===== config.mk =====
export PLATFORM = sky130hd
export DESIGN_NAME = lkv_ctrl
export DESIGN_NICKNAME = d
export VERILOG_FILES = /design/src/sv/lkv_pkg.sv /design/src/sv/lkv_ctrl.sv
export SDC_FILE = /design/constraint.sdc
export NUM_CORES = 1
export LEC_CHECK = 0
export BUFFER_PORTS_ARGS = -buffer_cell sky130_fd_sc_hd__buf_2
export CORE_AREA = 3 3 40 42
export DETAILED_ROUTE_END_ITERATION = 8
export DIE_AREA = 0 0 43 45
export GPL_ROUTABILITY_DRIVEN = 0
export PLACE_DENSITY = 0.3
export SYNTH_ARGS = -nofsm -noshare
export SYNTH_HDL_FRONTEND = slang
export SYNTH_SLANG_ARGS = --single-unit

===== constraint.sdc =====
create_clock -name clock -period 1.3 [get_ports clock]
set_clock_uncertainty 0.05 [all_clocks]
set_input_delay 0.13 -clock clock [delete_from_list [all_inputs] [get_ports clock]]
set_output_delay 0.13 -clock clock [all_outputs]
set_load 0.02 [all_outputs]

===== src/sv/lkv_pkg.sv =====
`timescale 1ns / 1ps
// Package: sizes, types and controller-to-datapath command for the LRU key-value cache.
package lkv_pkg;

   localparam int ENTRIES    = 16;
   localparam int KEY_BITS   = 16;
   localparam int VALUE_BITS = 32;

   localparam int IDX_BITS   = (ENTRIES > 1) ? $clog2(ENTRIES) : 1;
   localparam int COUNT_BITS = $clog2(ENTRIES + 1);
   localparam int CAP_BITS   = 5;
   localparam int CMP_BITS   = (CAP_BITS > COUNT_BITS) ? CAP_BITS : COUNT_BITS;

   localparam logic [CAP_BITS-1:0] CAP_RESET = 5'd16;

   localparam logic MODE_GET = 1'b0;
   localparam logic MODE_PUT = 1'b1;

   typedef logic [KEY_BITS-1:0]   key_type;
   typedef logic [VALUE_BITS-1:0] value_type;
   typedef logic [IDX_BITS-1:0]   idx_type;
   typedef logic [COUNT_BITS-1:0] count_type;
   typedef logic [CAP_BITS-1:0]   cap_type;

   typedef struct packed {
      logic capture;   // latch the accepted request
      logic search;    // compare tags, pick target slot
      logic apply;     // update entries, load result register
   } cmd_type;

endpackage


===== src/sv/lkv_ctrl.sv =====
`timescale 1ns / 1ps
// Controller: sequences capture, search and apply, owns the response valid.
module lkv_ctrl import lkv_pkg::*; (
   input  logic    clock,
   input  logic    reset,
   input  logic    req_valid,
   output logic    req_ready,
   output logic    rsp_valid,
   input  logic    rsp_ready,
   output cmd_type cmd
);

   typedef enum logic [2:0] {
      ST_IDLE   = 3'b001,
      ST_SEARCH = 3'b010,
      ST_APPLY  = 3'b100
   } state_type;

   state_type state_ff, state_in;
   logic      rsp_valid_ff, rsp_valid_in;
   logic      out_free;

   assign out_free  = !rsp_valid_ff || rsp_ready;
   assign req_ready = (state_ff == ST_IDLE);
   assign rsp_valid = rsp_valid_ff;

   always_comb begin
      state_in    = state_ff;
      cmd         = '0;
      case (state_ff)
         ST_IDLE: begin
            if (req_valid) begin
               cmd.capture = 1'b1;
               state_in    = ST_SEARCH;
            end
         end
         ST_SEARCH: begin
            cmd.search = 1'b1;
            state_in   = ST_APPLY;
         end
         ST_APPLY: begin
            // hold until the result register can take the new result
            if (out_free) begin
               cmd.apply = 1'b1;
               state_in  = ST_IDLE;
            end
         end
         default: begin
            state_in = ST_IDLE;
         end
      endcase
   end

   always_comb begin
      rsp_valid_in = rsp_valid_ff;
      if (cmd.apply) begin
         rsp_valid_in = 1'b1;
      end else if (rsp_ready) begin
         rsp_valid_in = 1'b0;
      end
   end

   always_ff @(posedge clock) begin
      if (reset) begin
         state_ff     <= ST_IDLE;
         rsp_valid_ff <= 1'b0;
      end else begin
         state_ff     <= state_in;
         rsp_valid_ff <= rsp_valid_in;
      end
   end

endmodule


==> impl_metrics.toml <==
[logic_synthesis]
synthesis.area_sq_um = 195
yosysTopAreaCell = "dfxtp_1"
yosysUniqueCellTypes = 14
avgSynthCellArea_sq_um = 10.3
synth_top_area_share_pct = 41.0
ys_seq_elements = 4
synth_warnings = 0
synth_nets = 23
ys_seq_area_share_pct = 41.0
ys_top_cells_by_area = "dfxtp_1 (41%), buf_4 (7.7%), nand2b_1 (6.4%)"
syn_inst = 19

[global_routing]
grt_start_max_net_pins = 5
antenna_found_initial = 0
grt_overflow = 0
grt_usage_pct = 6.00
grt_pass1_wl_um = 710
grt_pass1_vias = 160

[cts]
clockBufferDepth = 2
clk_pin_slew_ps = 40
clk-insertion-delay-late_ps = 230
hold_buffers = 0
cts_tree = "yes"
htreeDepth = 1
clockRootBuffer = "clkbuf_4"
clock_sinks = 4
cts_made_buffers = 3

[route]
avgViaCountPerCell = 3.83
drtPass1Iterations = 2
post_drt_wl_per_cell_um = 9.81
via_count = 180
first_iter_violations = 1
wl_um = 461
drtAntennaViolNets = 0
drc = 0

[timing]
fin_ws_ps = -86.3
post-route-period-util_pct = 107
finalHoldViolations = 0
worstMarginPinSlew_ps = 180
min_period_ps = 1390
setup_tns_ps = -135
max_clock_freq_mhz = 721
worst_slew_margin_rel_pct = 87.9
setup_viol = 2
rsz0062_at_grt = "yes"
report.final.slew_viol_count = 0

[power_and_ir_drop]
power.leakage_nw = 0.144
power_density_nw_per_um2 = 1060
peakVddDrop_mv = 0.604

[cells_and_area]
final_nets = 38
nFillCells = 150
synthToLayoutAreaGrowth_pct = 71.8
regArea_sq_um = 83.8
diodes = 0
stdcell_count = 47
multi_input_area_sq_um = 116
drive_above_1_share_pct = 65.6

[floorplanning]
fp.dieW_um = 43
dieArea_sq_um = 1940
core_area_sq_um = 1280
rows = 13
die_h_um = 45
floorplan.initialDensity_pct = 15.2
io_pins = 9

[status]
status = "finished, violations left"
violations = "setup timing"

[setup_path]
crit_type = "flop to primary output"
cp.required_ps = 1120
cp.arrival_ps = 1210
cp-start-kind = "flop"
end_kind = "primary output"
critPathMaxFanout = 2

[min_path]
min_path_type = "input pin to flop"

[place]
place_hpwl_um = 339
dp.cells = 42
portBuffers = 8

[flow_run]
max_cap_viol_count = 0
==> registers in the layout (all words and copies together), names as in the netlist <==
register and cells:
state_ff 3, rsp_valid 1
==> metal layers <==
layer  up-vias  GRT usage, %  part of all wire (%)
met5         -             0                     0
met4         0          3.61                     0
met3         0          7.57                    16
met2        11          5.99                    39
met1        77          6.51                    45
li1         92             -                     -
==> where the power goes <==
part	leakage, nW	total (mW)	internal [mW]	switching, mW
combinational	0.0966	0.0684	0.0391	0.0293
sequential	0.0333	0.132	0.128	0.00376
clock	0.0138	0.155	0.103	0.0517
==> worst max-delay path, stage by stage (launching register included) <==
cell	delay [ps]
dfxtp_4	340
or3b_4	370
nor2b_1	110
buf_4	140
==> Yosys cell counts (all sizes together) <==
| master | count |
|---|---|
| a211oi | 1 |
| a21oi | 2 |
| and2 | 1 |
| and2b | 1 |
| buf | 2 |
| dfxtp | 4 |
| nand2b | 2 |
| nand4bb | 1 |
| nor2 | 1 |
| nor2b | 1 |
| nor3b | 1 |
| o21bai | 1 |
| or3b | 1 |
==> per-stage QoR <==
stage / util, % / setup WS (ps) / power (mW) / hold WS [ps] / instance area, sq um
3_5_place_dp: 19.8 / 121 / 0.183 / 300 / 254
6_report: 26.1 / -86.3 / 0.355 / 50.0 / 335
4_1_cts: 22.5 / -94.4 / 0.349 / 49.7 / 289
3_3_place_gp: 19.8 / 114 / 0.183 / 303 / 254
5_1_grt: 26.1 / -125 / 0.384 / 43.5 / 335
2_1_floorplan: - / 79.0 / 0.163 / 142 / 195
==> cells by family (layout without fill, tap and decap cells) <==
logic type      after synthesis  after routing  synth area share [%]
compound gates                4              4                  14.7
flops                         4              4                  41.0
buf+inv                       2             15                  7.69
simple gates                  9              9                  36.5
==> what timing repair did <==
| item | in CTS | in global routing |
|---|---|---|
| resized for setup | 5 | 4 |
| pin swaps | 0 | 1 |
| setup buffers | 0 | 2 |
| setup endpoints to repair | 2 | 4 |
==> final cells by class <==
type / instances / share of cell area, %
sequential: 4 / 25.0
multi-input combinational: 13 / 34.7
tap: 15 / 5.60
clock buffer: 3 / 6.72
timing repair buffer: 12 / 28.0
==> worst paths after layout <==
kind         cells past startpoint         to  slack (ps)         from
max                              3     cmd[0]         -90  state_ff[1]
min                              2  rsp_valid          50        reset
max reg2reg                      3  rsp_valid         230  state_ff[1]
min reg2reg                      2  rsp_valid         460    rsp_valid
==> cells in the final DEF (no fill, tap or decap) <==
cell	Yosys	final
a21oi_2	1	1
nand2b_4	0	1
buf_4	2	5
nand2b_1	2	1
buf_2	0	5
nor2_1	1	1
dfxtp_4	0	1
and2_4	1	1
a21oi_1	1	1
or3b_4	0	1
dfxtp_1	4	3
a211oi_1	1	1
buf_6	0	1
o21bai_1	1	1
clkbuf_4	0	3
buf_12	0	1
nor3b_4	0	1
nor2b_1	1	1
nand4bb_1	1	1
and2b_1	1	1
Note: power is estimated with default switching activity, not from simulation.
