<file path="config.mk">
export PLATFORM = sky130hd
export DESIGN_NAME = lkv_dpath
export DESIGN_NICKNAME = d
export VERILOG_FILES = /design/src/sv/lkv_pkg.sv /design/src/sv/lkv_dpath.sv
export SDC_FILE = /design/constraint.sdc
export NUM_CORES = 1
export LEC_CHECK = 0
export ABC_AREA = 0
export ABC_CLOCK_PERIOD_IN_PS = 6100
export BUFFER_PORTS_ARGS = -buffer_cell sky130_fd_sc_hd__buf_2
export CORE_MARGIN = 2
export CORE_UTILIZATION = 65
export CTS_CLUSTER_SIZE = 40
export DETAILED_ROUTE_END_ITERATION = 12
export PLACE_DENSITY = 0.81
export REMOVE_ABC_BUFFERS = 1
export SETUP_SLACK_MARGIN = 0.1
export SLEW_MARGIN = 40
export SYNTH_ARGS = -nofsm -noshare
export SYNTH_HDL_FRONTEND = slang
export SYNTH_SLANG_ARGS = --single-unit
export TNS_END_PERCENT = 100
</file>
<file path="constraint.sdc">
create_clock -name clock -period 6.1 [get_ports clock]
set_input_delay 0.305 -clock clock [delete_from_list [all_inputs] [get_ports clock]]
set_output_delay 0.305 -clock clock [all_outputs]
set_load 0.02 [all_outputs]
</file>
<file path="src/sv/lkv_pkg.sv">
`timescale 1ns / 1ps
// Package: sizes, types and controller-to-datapath command for the LRU key-value cache.
package lkv_pkg;

   localparam int ENTRIES    = 16;
   localparam int KEY_BITS   = 16;
   localparam int VALUE_BITS = 32;

   localparam int IDX_BITS   = (ENTRIES > 1) ? $clog2(ENTRIES) : 1;
   localparam int COUNT_BITS = $clog2(ENTRIES + 1);
   localparam int CAP_BITS   = 5;
   localparam int CMP_BITS   = (CAP_BITS > COUNT_BITS) ? CAP_BITS : COUNT_BITS;

   localparam logic [CAP_BITS-1:0] CAP_RESET = 5'd16;

   localparam logic MODE_GET = 1'b0;
   localparam logic MODE_PUT = 1'b1;

   typedef logic [KEY_BITS-1:0]   key_type;
   typedef logic [VALUE_BITS-1:0] value_type;
   typedef logic [IDX_BITS-1:0]   idx_type;
   typedef logic [COUNT_BITS-1:0] count_type;
   typedef logic [CAP_BITS-1:0]   cap_type;

   typedef struct packed {
      logic capture;   // latch the accepted request
      logic search;    // compare tags, pick target slot
      logic apply;     // update entries, load result register
   } cmd_type;

endpackage

</file>
<file path="src/sv/lkv_dpath.sv">
`timescale 1ns / 1ps
// Datapath: entry tags, values, recency ranks, capacity and the result register.
module lkv_dpath import lkv_pkg::*; (
   input  logic      clock,
   input  logic      reset,
   input  cmd_type   cmd,
   input  logic      req_mode,
   input  key_type   req_key,
   input  value_type req_value,
   output logic      rsp_hit,
   output value_type rsp_read_value,
   input  logic      csr_wr_en,
   input  cap_type   csr_wr_data
);

   // request holding registers
   logic      mode_ff;
   key_type   key_ff;
   value_type value_ff;

   // entry state
   logic      valid_ff [ENTRIES];
   logic      valid_in [ENTRIES];
   idx_type   rank_ff  [ENTRIES];
   idx_type   rank_in  [ENTRIES];
   key_type   tag_ff   [ENTRIES];
   value_type ent_value_mem [ENTRIES];
   count_type live_ff, live_in;
   cap_type   cap_ff;

   // search results
   logic      hit_ff, hit_in;
   logic      update_ff, update_in;
   logic      grow_ff, grow_in;
   idx_type   target_ff, target_in;

   logic      result_hit_ff;
   value_type result_value_ff;

   logic [CMP_BITS-1:0] cap_ext, eff_cap, live_ext;
   logic      room;
   idx_type   hit_idx, free_idx, victim_idx, last_rank, target_rank;
   logic      any_hit;

   assign rsp_hit        = result_hit_ff;
   assign rsp_read_value = result_value_ff;

   always_ff @(posedge clock) begin
      if (cmd.capture) begin
         mode_ff  <= req_mode;
         key_ff   <= req_key;
         value_ff <= req_value;
      end
   end

   // a zero capacity acts as one, anything above the entry count as the entry count
   always_comb begin
      cap_ext  = CMP_BITS'(cap_ff);
      live_ext = CMP_BITS'(live_ff);
      eff_cap  = cap_ext;
      if (cap_ext == '0) begin
         eff_cap = CMP_BITS'(1);
      end else if (cap_ext > CMP_BITS'(ENTRIES)) begin
         eff_cap = CMP_BITS'(ENTRIES);
      end
      room = (live_ext < eff_cap);
   end

   // ranks form a permutation of 0..live-1, so the least recent holds live-1
   assign last_rank = live_ff[IDX_BITS-1:0] - 1'b1;

   always_comb begin
      any_hit    = 1'b0;
      hit_idx    = '0;
      free_idx   = '0;
      victim_idx = '0;
      for (int i = ENTRIES - 1; i >= 0; i--) begin
         if (valid_ff[i] && tag_ff[i] == key_ff) begin
            any_hit = 1'b1;
            hit_idx = IDX_BITS'(i);
         end
         if (!valid_ff[i]) begin
            free_idx = IDX_BITS'(i);
         end
         if (valid_ff[i] && rank_ff[i] == last_rank) begin
            victim_idx = IDX_BITS'(i);
         end
      end
   end

   always_comb begin
      hit_in    = hit_ff;
      update_in = update_ff;
      grow_in   = grow_ff;
      target_in = target_ff;
      if (cmd.search) begin
         hit_in    = any_hit;
         update_in = any_hit || (mode_ff == MODE_PUT);
         grow_in   = !any_hit && (mode_ff == MODE_PUT) && room;
         if (any_hit) begin
            target_in = hit_idx;
         end else if (room) begin
            target_in = free_idx;
         end else begin
            target_in = victim_idx;
         end
      end
   end

   always_ff @(posedge clock) begin
      hit_ff    <= hit_in;
      update_ff <= update_in;
      grow_ff   <= grow_in;
      target_ff <= target_in;
   end

   assign target_rank = rank_ff[target_ff];

   // promote the target to most recent; others ranked above it (all others on a grow) age by one
   always_comb begin
      for (int i = 0; i < ENTRIES; i++) begin
         valid_in[i] = valid_ff[i];
         rank_in[i]  = rank_ff[i];
         if (cmd.apply && update_ff) begin
            if (target_ff == IDX_BITS'(i)) begin
               valid_in[i] = 1'b1;
               rank_in[i]  = '0;
            end else if (valid_ff[i] && (grow_ff || rank_ff[i] < target_rank)) begin
               rank_in[i] = rank_ff[i] + 1'b1;
            end
         end
      end
      live_in = live_ff;
      if (cmd.apply && grow_ff) begin
         live_in = live_ff + 1'b1;
      end
   end

   always_ff @(posedge clock) begin
      if (reset) begin
         for (int i = 0; i < ENTRIES; i++) begin
            valid_ff[i] <= 1'b0;
            rank_ff[i]  <= '0;
         end
         live_ff <= '0;
         cap_ff  <= CAP_RESET;
      end else begin
         for (int i = 0; i < ENTRIES; i++) begin
            valid_ff[i] <= valid_in[i];
            rank_ff[i]  <= rank_in[i];
         end
         live_ff <= live_in;
         // capacity only changes while the store is empty
         if (csr_wr_en && live_ff == '0) begin
            cap_ff <= csr_wr_data;
         end
      end
   end

   always_ff @(posedge clock) begin
      if (cmd.apply && update_ff) begin
         tag_ff[target_ff] <= key_ff;
      end
   end

   always_ff @(posedge clock) begin
      if (cmd.apply && update_ff && mode_ff == MODE_PUT) begin
         ent_value_mem[target_ff] <= value_ff;
      end
      if (cmd.apply) begin
         result_hit_ff <= hit_ff;
         if (hit_ff && mode_ff == MODE_GET) begin
            result_value_ff <= ent_value_mem[target_ff];
         end else begin
            result_value_ff <= '0;
         end
      end
   end

endmodule

</file>
==> impl_metrics.json, run 1 <==
{
  "finalHoldViolations": 0,
  "cts_htree_levels": 3,
  "die_h_um": 255,
  "dp_hpwl_um": 55400,
  "cp.depth": 11,
  "place_ws_ns": 2.10,
  "ys_seq_area_share_pct": 67.3,
  "endpoint": "rank_ff[6][3]$_SDFFE_PP0P_",
  "overflow": 0,
  "met2_usage_pct": 55.0,
  "slowest_delay_ns": 0.84,
  "drtAntennaViolNets": 0,
  "irDropWorstVdd_uv": 302,
  "p_per_area_nw_per_um2": 300,
  "area_growth_pct": 13.0,
  "r2r-end": "rank_ff[6][3]$_SDFFE_PP0P_",
  "rows": 92,
  "drc": 0,
  "cts-resized-gates": 0,
  "busiest_layer": "met2",
  "cts.clk_slew.worst_paths_ns": 0.06,
  "numClockSinks": 951,
  "io-pin-count": 93,
  "outcome": "completed",
  "cts_buffers": 94,
  "rr_worst_depth": 11,
  "start_util_pct": 65.4,
  "power_w": 0.0139,
  "hold_path.class": "in2reg",
  "grt_use_total_pct": 32.5,
  "arrival_ns": 4.65,
  "antenna_found_initial": 2,
  "crit_chain": "mux4_2 > mux4_2 > inv_1 > ha_1 > or2_2 > a21oi_1 > a21oi_2 > a31oi_2 > nand4_1 > xor2_1 > nor2_1",
  "finalMaxSlewViolations": 0,
  "cts_root_buf": "clkbuf_16",
  "synth-edff-count": 857,
  "finalSetupViolations": 0,
  "ys.flop_type": "edfxtp_1",
  "wl_um": 105000,
  "cts_buffer_depth": 3,
  "port_buffers": 92,
  "worstSetupPathType": "reg2reg",
  "tightest_slew_ns": 0.914,
  "ys_async_sr_fraction_pct": 0,
  "rrSetupSlack_ns": 1.98,
  "layout_common_cells": "edfxtp_1, xor2_1, mux4_2",
  "clock_latency_ns": 0.67,
  "use_met1_pct": 42.4,
  "period_share_pct": 67.5,
  "relSlewSlack_pct": 38.4,
  "skew_ns": 0.0435,
  "crit_top_cell": "mux4_2",
  "grt_max_degree": 136,
  "fin_nets": 2808,
  "startpoint_type": "flop",
  "fmax_ghz": 0.243,
  "die_w_um": 255,
  "mostFrequentLayoutCell": "edfxtp_1",
  "finalSetupTns_ns": 0,
  "cts_tree": "built",
  "gp_congestion": 0.897,
  "path_delay_family": "multiplexers",
  "leakagePower_nw": 15.3,
  "crit_fanout": 16,
  "postCtsSetupRepairBufs": 0,
  "vias": 23748,
  "crit_required_ns": 6.63,
  "synth_area_um2": 41000,
  "rsz0062_at_grt": "no",
  "syn_area_per_cell_um2": 16.6,
  "yosysWarnings": 0,
  "wl_per_cell_um": 29.3,
  "grtUsageMet3_pct": 5.42,
  "post-route-min-period_ns": 4.12,
  "first_pass_iters": 5,
  "grt_pass1_wl_um": 153000,
  "design.die.area_um2": 65100,
  "yosys_register_bits": 951,
  "crit_path_top_delay_cell": "dfxtp_1",
  "vias_per_cell": 6.59,
  "core_area_um2": 62700,
  "crit_buf_inv": 1,
  "dr.first_iter.drc_count": 2706,
  "finalWorstSetupSlack_ns": 1.98,
  "end_kind": "flop",
  "synthCells": 2466,
  "first_global_vias": 24204,
  "drive_gt1_share_pct": 19.6,
  "synth_cell_type_count": 73,
  "cap_viol_max_count": 0
}
registers in the layout, indices dropped and copies added, names as in the netlist, named ones only:
register / count
mode_ff: 1
grow_ff: 1
rsp_read_value: 32
hit_ff: 1
rank_ff: 64
key_ff: 16
rsp_hit: 1
valid_ff: 16
update_ff: 1
ent_value_mem: 512
live_ext: 5
tag_ff: 256
target_ff: 4
value_ff: 32
cap_ext: 5
layout make-up:
cell class                      instances  area, µm²
Clock buffer                          115       2430
Tap cell                              846       1060
Clock inverter                         61        602
Antenna cell                            1       2.50
Inverter                               16       61.3
Timing Repair Buffer                  220       1650
Multi-Input combinational cell       1394      12900
Sequential cell                       951      27600
Fill cell                            3588      16400
report_power, final:
part           switching [W]  internal, W  leakage (nW)
logic               0.000466     0.000314          5.22
clock network        0.00256      0.00321          1.47
registers           0.000124      0.00722          8.56
total                0.00315       0.0107          15.3
how the worst min path moves through the flow:
stage,start,slack [ns],cells after the start,end
after detailed placement,req_value[17],0.48,1,value_ff[17]$_DFFE_PP_
after CTS,cmd[2],0.01,1,value_ff[30]$_DFFE_PP_
after global routing,cmd[2],0.02,1,value_ff[30]$_DFFE_PP_
after global placement,req_value[19],0.48,1,value_ff[19]$_DFFE_PP_
final,cmd[2],0.04,1,value_ff[30]$_DFFE_PP_
after floorplan,reset,0.38,1,cap_ext[0]$_SDFFE_PP0P_
what timing repair did:
item	4_1_cts	5_1_grt
setup endpoints to repair	0	0
hold buffers	55	0
hold endpoints to repair	55	0
cell families after synthesis:
family / count (synthesis) / synth area share, %
flops: 951 / 67.3
compound gates: 138 / 2.41
buf+inv: 121 / 1.40
mux: 202 / 10.5
fa+ha+maj: 71 / 2.17
simple gates: 625 / 8.05
xor+xnor: 358 / 8.17
cells in the mapped netlist (all sizes together) (43+ instances only):
master  count  share of area (%)
buf        60               0.84
clkbuf     45               0.41
dfxtp      94                4.6
edfxtp    857                 63
ha         71                2.2
mux4      180                9.9
nand2      85               0.78
nand3      43               0.52
nand4      76                1.2
nor2      173                1.6
nor3       45               0.59
nor4       43               0.67
xnor2     130                2.8
xor2      213                4.5
per-stage QoR:
stage                     cells  instance area (µm²)  hold slack, ns  utilization, %
after CTS                  3600                46300          0.0137            73.7
after global placement     3364                42600           0.482            67.9
after floorplan            2361                40500           0.377               -
after global routing       3603                46300          0.0240            73.8
final                      3604                46300          0.0369            73.9
after detailed placement   3369                42700           0.483            68.0
routing by layer:
metal  vias to the layer above  part of all wire, %
li1                      10010                    -
met2                      1423                   51
met1                     12049                   36
met3                       264                  8.7
met4                         2                  4.2
met5                         -                0.012
(Power assumes the default switching activity.)
==> inputs of run 2 (changes only) <==
--- a/config.mk
+++ b/config.mk
@@ -6,13 +6,13 @@
 export NUM_CORES = 1
 export LEC_CHECK = 0
 export ABC_AREA = 0
-export ABC_CLOCK_PERIOD_IN_PS = 6100
+export ABC_CLOCK_PERIOD_IN_PS = 3300
 export BUFFER_PORTS_ARGS = -buffer_cell sky130_fd_sc_hd__buf_2
 export CORE_MARGIN = 2
-export CORE_UTILIZATION = 65
+export CORE_UTILIZATION = 57
 export CTS_CLUSTER_SIZE = 40
 export DETAILED_ROUTE_END_ITERATION = 12
-export PLACE_DENSITY = 0.81
+export PLACE_DENSITY = 0.75
 export REMOVE_ABC_BUFFERS = 1
 export SETUP_SLACK_MARGIN = 0.1
 export SLEW_MARGIN = 40
==> constraint.sdc (replaced) <==
create_clock -name clock -period 3.3 [get_ports clock]
set_input_delay 0.165 -clock clock [delete_from_list [all_inputs] [get_ports clock]]
set_output_delay 0.165 -clock clock [all_outputs]
set_load 0.02 [all_outputs]
==> impl_metrics.json, run 2 (synthesis results as in run 1) <==
{
  "fmax_ghz": 0.296,
  "cts_root_buf": "clkbuf_16",
  "finalSetupViolations": 1,
  "finalHoldViolations": 0,
  "start_util_pct": 57.5,
  "placedCellCount": 3561,
  "slowest_delay_ns": 0.52,
  "port_buffers": 92,
  "arrival_ns": 3.90,
  "tightest_slew_ns": 0.810,
  "fin_nets": 2907,
  "vias_per_cell": 6.29,
  "reg_top3": "ent_value_mem (512), tag_ff (256), rank_ff (64)",
  "cap_viol_max_count": 0,
  "grt_use_total_pct": 28.8,
  "startpoint_type": "flop",
  "relSlewSlack_pct": 45.4,
  "cts_buffers": 95,
  "cts_buffer_depth": 3,
  "cts.clk_slew.worst_paths_ns": 0.06,
  "gp_congestion": 0.914,
  "antenna_found_initial": 1,
  "final_cells": 3804,
  "io-pin-count": 93,
  "post-route-min-period_ns": 3.37,
  "diodes": 0,
  "grt_max_degree": 49,
  "drc": 0,
  "numClockSinks": 951,
  "outcome": "finished with violations",
  "vias": 23913,
  "die_h_um": 272,
  "wl_per_cell_um": 27.8,
  "rrSetupSlack_ns": -0.07,
  "design.die.area_um2": 74100,
  "rsz0062_at_grt": "yes",
  "violations": "negative setup slack",
  "irDropWorstVdd_uv": 499,
  "mostFrequentLayoutCell": "edfxtp_1",
  "overflow": 0,
  "crit_fanout": 8,
  "placed_area_um2": 43900,
  "crit_path_top_delay_cell": "mux4_2",
  "cts_tree": "built",
  "power_w": 0.0257,
  "finalMaxSlewViolations": 0,
  "cts_htree_levels": 3,
  "first_global_vias": 24599,
  "grt_pass1_wl_um": 157000,
  "dr.first_iter.drc_count": 2465,
  "area_growth_pct": 17.3,
  "drtAntennaViolNets": 0,
  "finalSetupTns_ns": -0.0734,
  "largest_register": "ent_value_mem",
  "crit_top_cell": "buf_6",
  "clock_latency_ns": 0.68,
  "p_per_area_nw_per_um2": 535,
  "die_w_um": 272,
  "end_kind": "flop",
  "rows": 98,
  "largest_register_ff_count": 512,
  "leakagePower_nw": 16.0,
  "drive_gt1_share_pct": 24.7,
  "first_pass_iters": 6,
  "layout_common_cells": "edfxtp_1, xor2_1, mux4_2",
  "dp_hpwl_um": 60100,
  "final_area_um2": 48100,
  "finalWorstSetupSlack_ns": -0.0734,
  "wl_um": 106000,
  "crit_required_ns": 3.82,
  "core_area_um2": 71400,
  "hold_path.class": "in2reg",
  "skew_ns": 0.0532,
  "crit_chain": "buf_6 > buf_6 > mux4_2 > mux4_2 > inv_2 > buf_6 > ha_1 > or3_1 > o21ai_1 > a21oi_1 > a31oi_4 > nand4_1 > xor2_1 > nor2_1",
  "worstSetupPathType": "reg2reg",
  "period_share_pct": 102
}
[run 2: cell types whose count changed in the layout (fill, tap and decap cells not counted), moves of 9 or more]
cell     previous run  this run
buf_4              62       121
buf_12              2        38
o21ai_0            31        16
ha_1               70        56
ha_4                0        11
a31oi_4             1        11
nand2_1            85        76
o21ai_2             0         9
[run 2: layer usage]
| layer | vias to the layer above | wire (µm) | track usage, % |
|---|---|---|---|
| met2 | 1193 | 53700 | 49.0 |
| met1 | 12204 | 40200 | 37.7 |
| met4 | 0 | 4440 | 12.0 |
| li1 | 10242 | - | - |
| met5 | - | 0 | 0 |
| met3 | 274 | 7470 | 3.75 |
[run 2: power breakdown]
group	internal [W]	switching, W	total, W	leakage, nW
clock network	0.00592	0.00471	0.0106	1.48
registers	0.0133	0.000211	0.0136	8.56
logic	0.000653	0.000899	0.00155	5.95
[run 2: per-stage QoR]
step                setup WS [ns]  util [%]  hold slack, ns
finish                    -0.0734      67.4          0.0315
global route               -0.212      67.4          0.0297
CTS                        0.0338      66.8         0.00665
detailed placement         -0.196      61.5           0.343
global placement           -0.127      61.4           0.342
floorplan                   -5.00         -           0.237
[run 2: worst paths after layout]
| check | endpoint | startpoint | cells after the start |
|---|---|---|---|
| max | rank_ff[14][3]$_SDFFE_PP0P_ | flop | 14 |
| min | value_ff[4]$_DFFE_PP_ | cmd[2] | 1 |
| max reg2reg | rank_ff[14][3]$_SDFFE_PP0P_ | flop | 14 |
| min reg2reg | rsp_hit$_DFFE_PP_ | hit_ff$_DFFE_PP_ | 0 |
[run 2: final cells by class]
cell class,count,area (µm²)
clock inverter,56,579
clock buffer,119,2470
tap,950,1190
inverter,16,63.8
multi-input combinational,1394,13400
fill,4615,23300
sequential,951,27600
timing repair buffer,318,2820
[run 2: worst max-delay path: cells and delay by family, from the launching register on]
family	cells	cell delay, ns
buffers and inverters	4	0.51
multiplexers	2	1.00
adder cells (fa/ha/maj)	1	0.23
AND/OR/NAND/NOR	3	0.40
XOR/XNOR	1	0.16
AO/OA/AOI/OAI	3	0.58
flip-flops	1	0.36
[run 2: timing repair]
action | CTS | global route
resized for setup | 31 | 87
endpoints found under the hold margin | 65 | 0
hold buffers | 56 | 0
pin swaps | 18 | 50
setup buffers | 6 | 6
setup endpoints to repair | 62 | 69
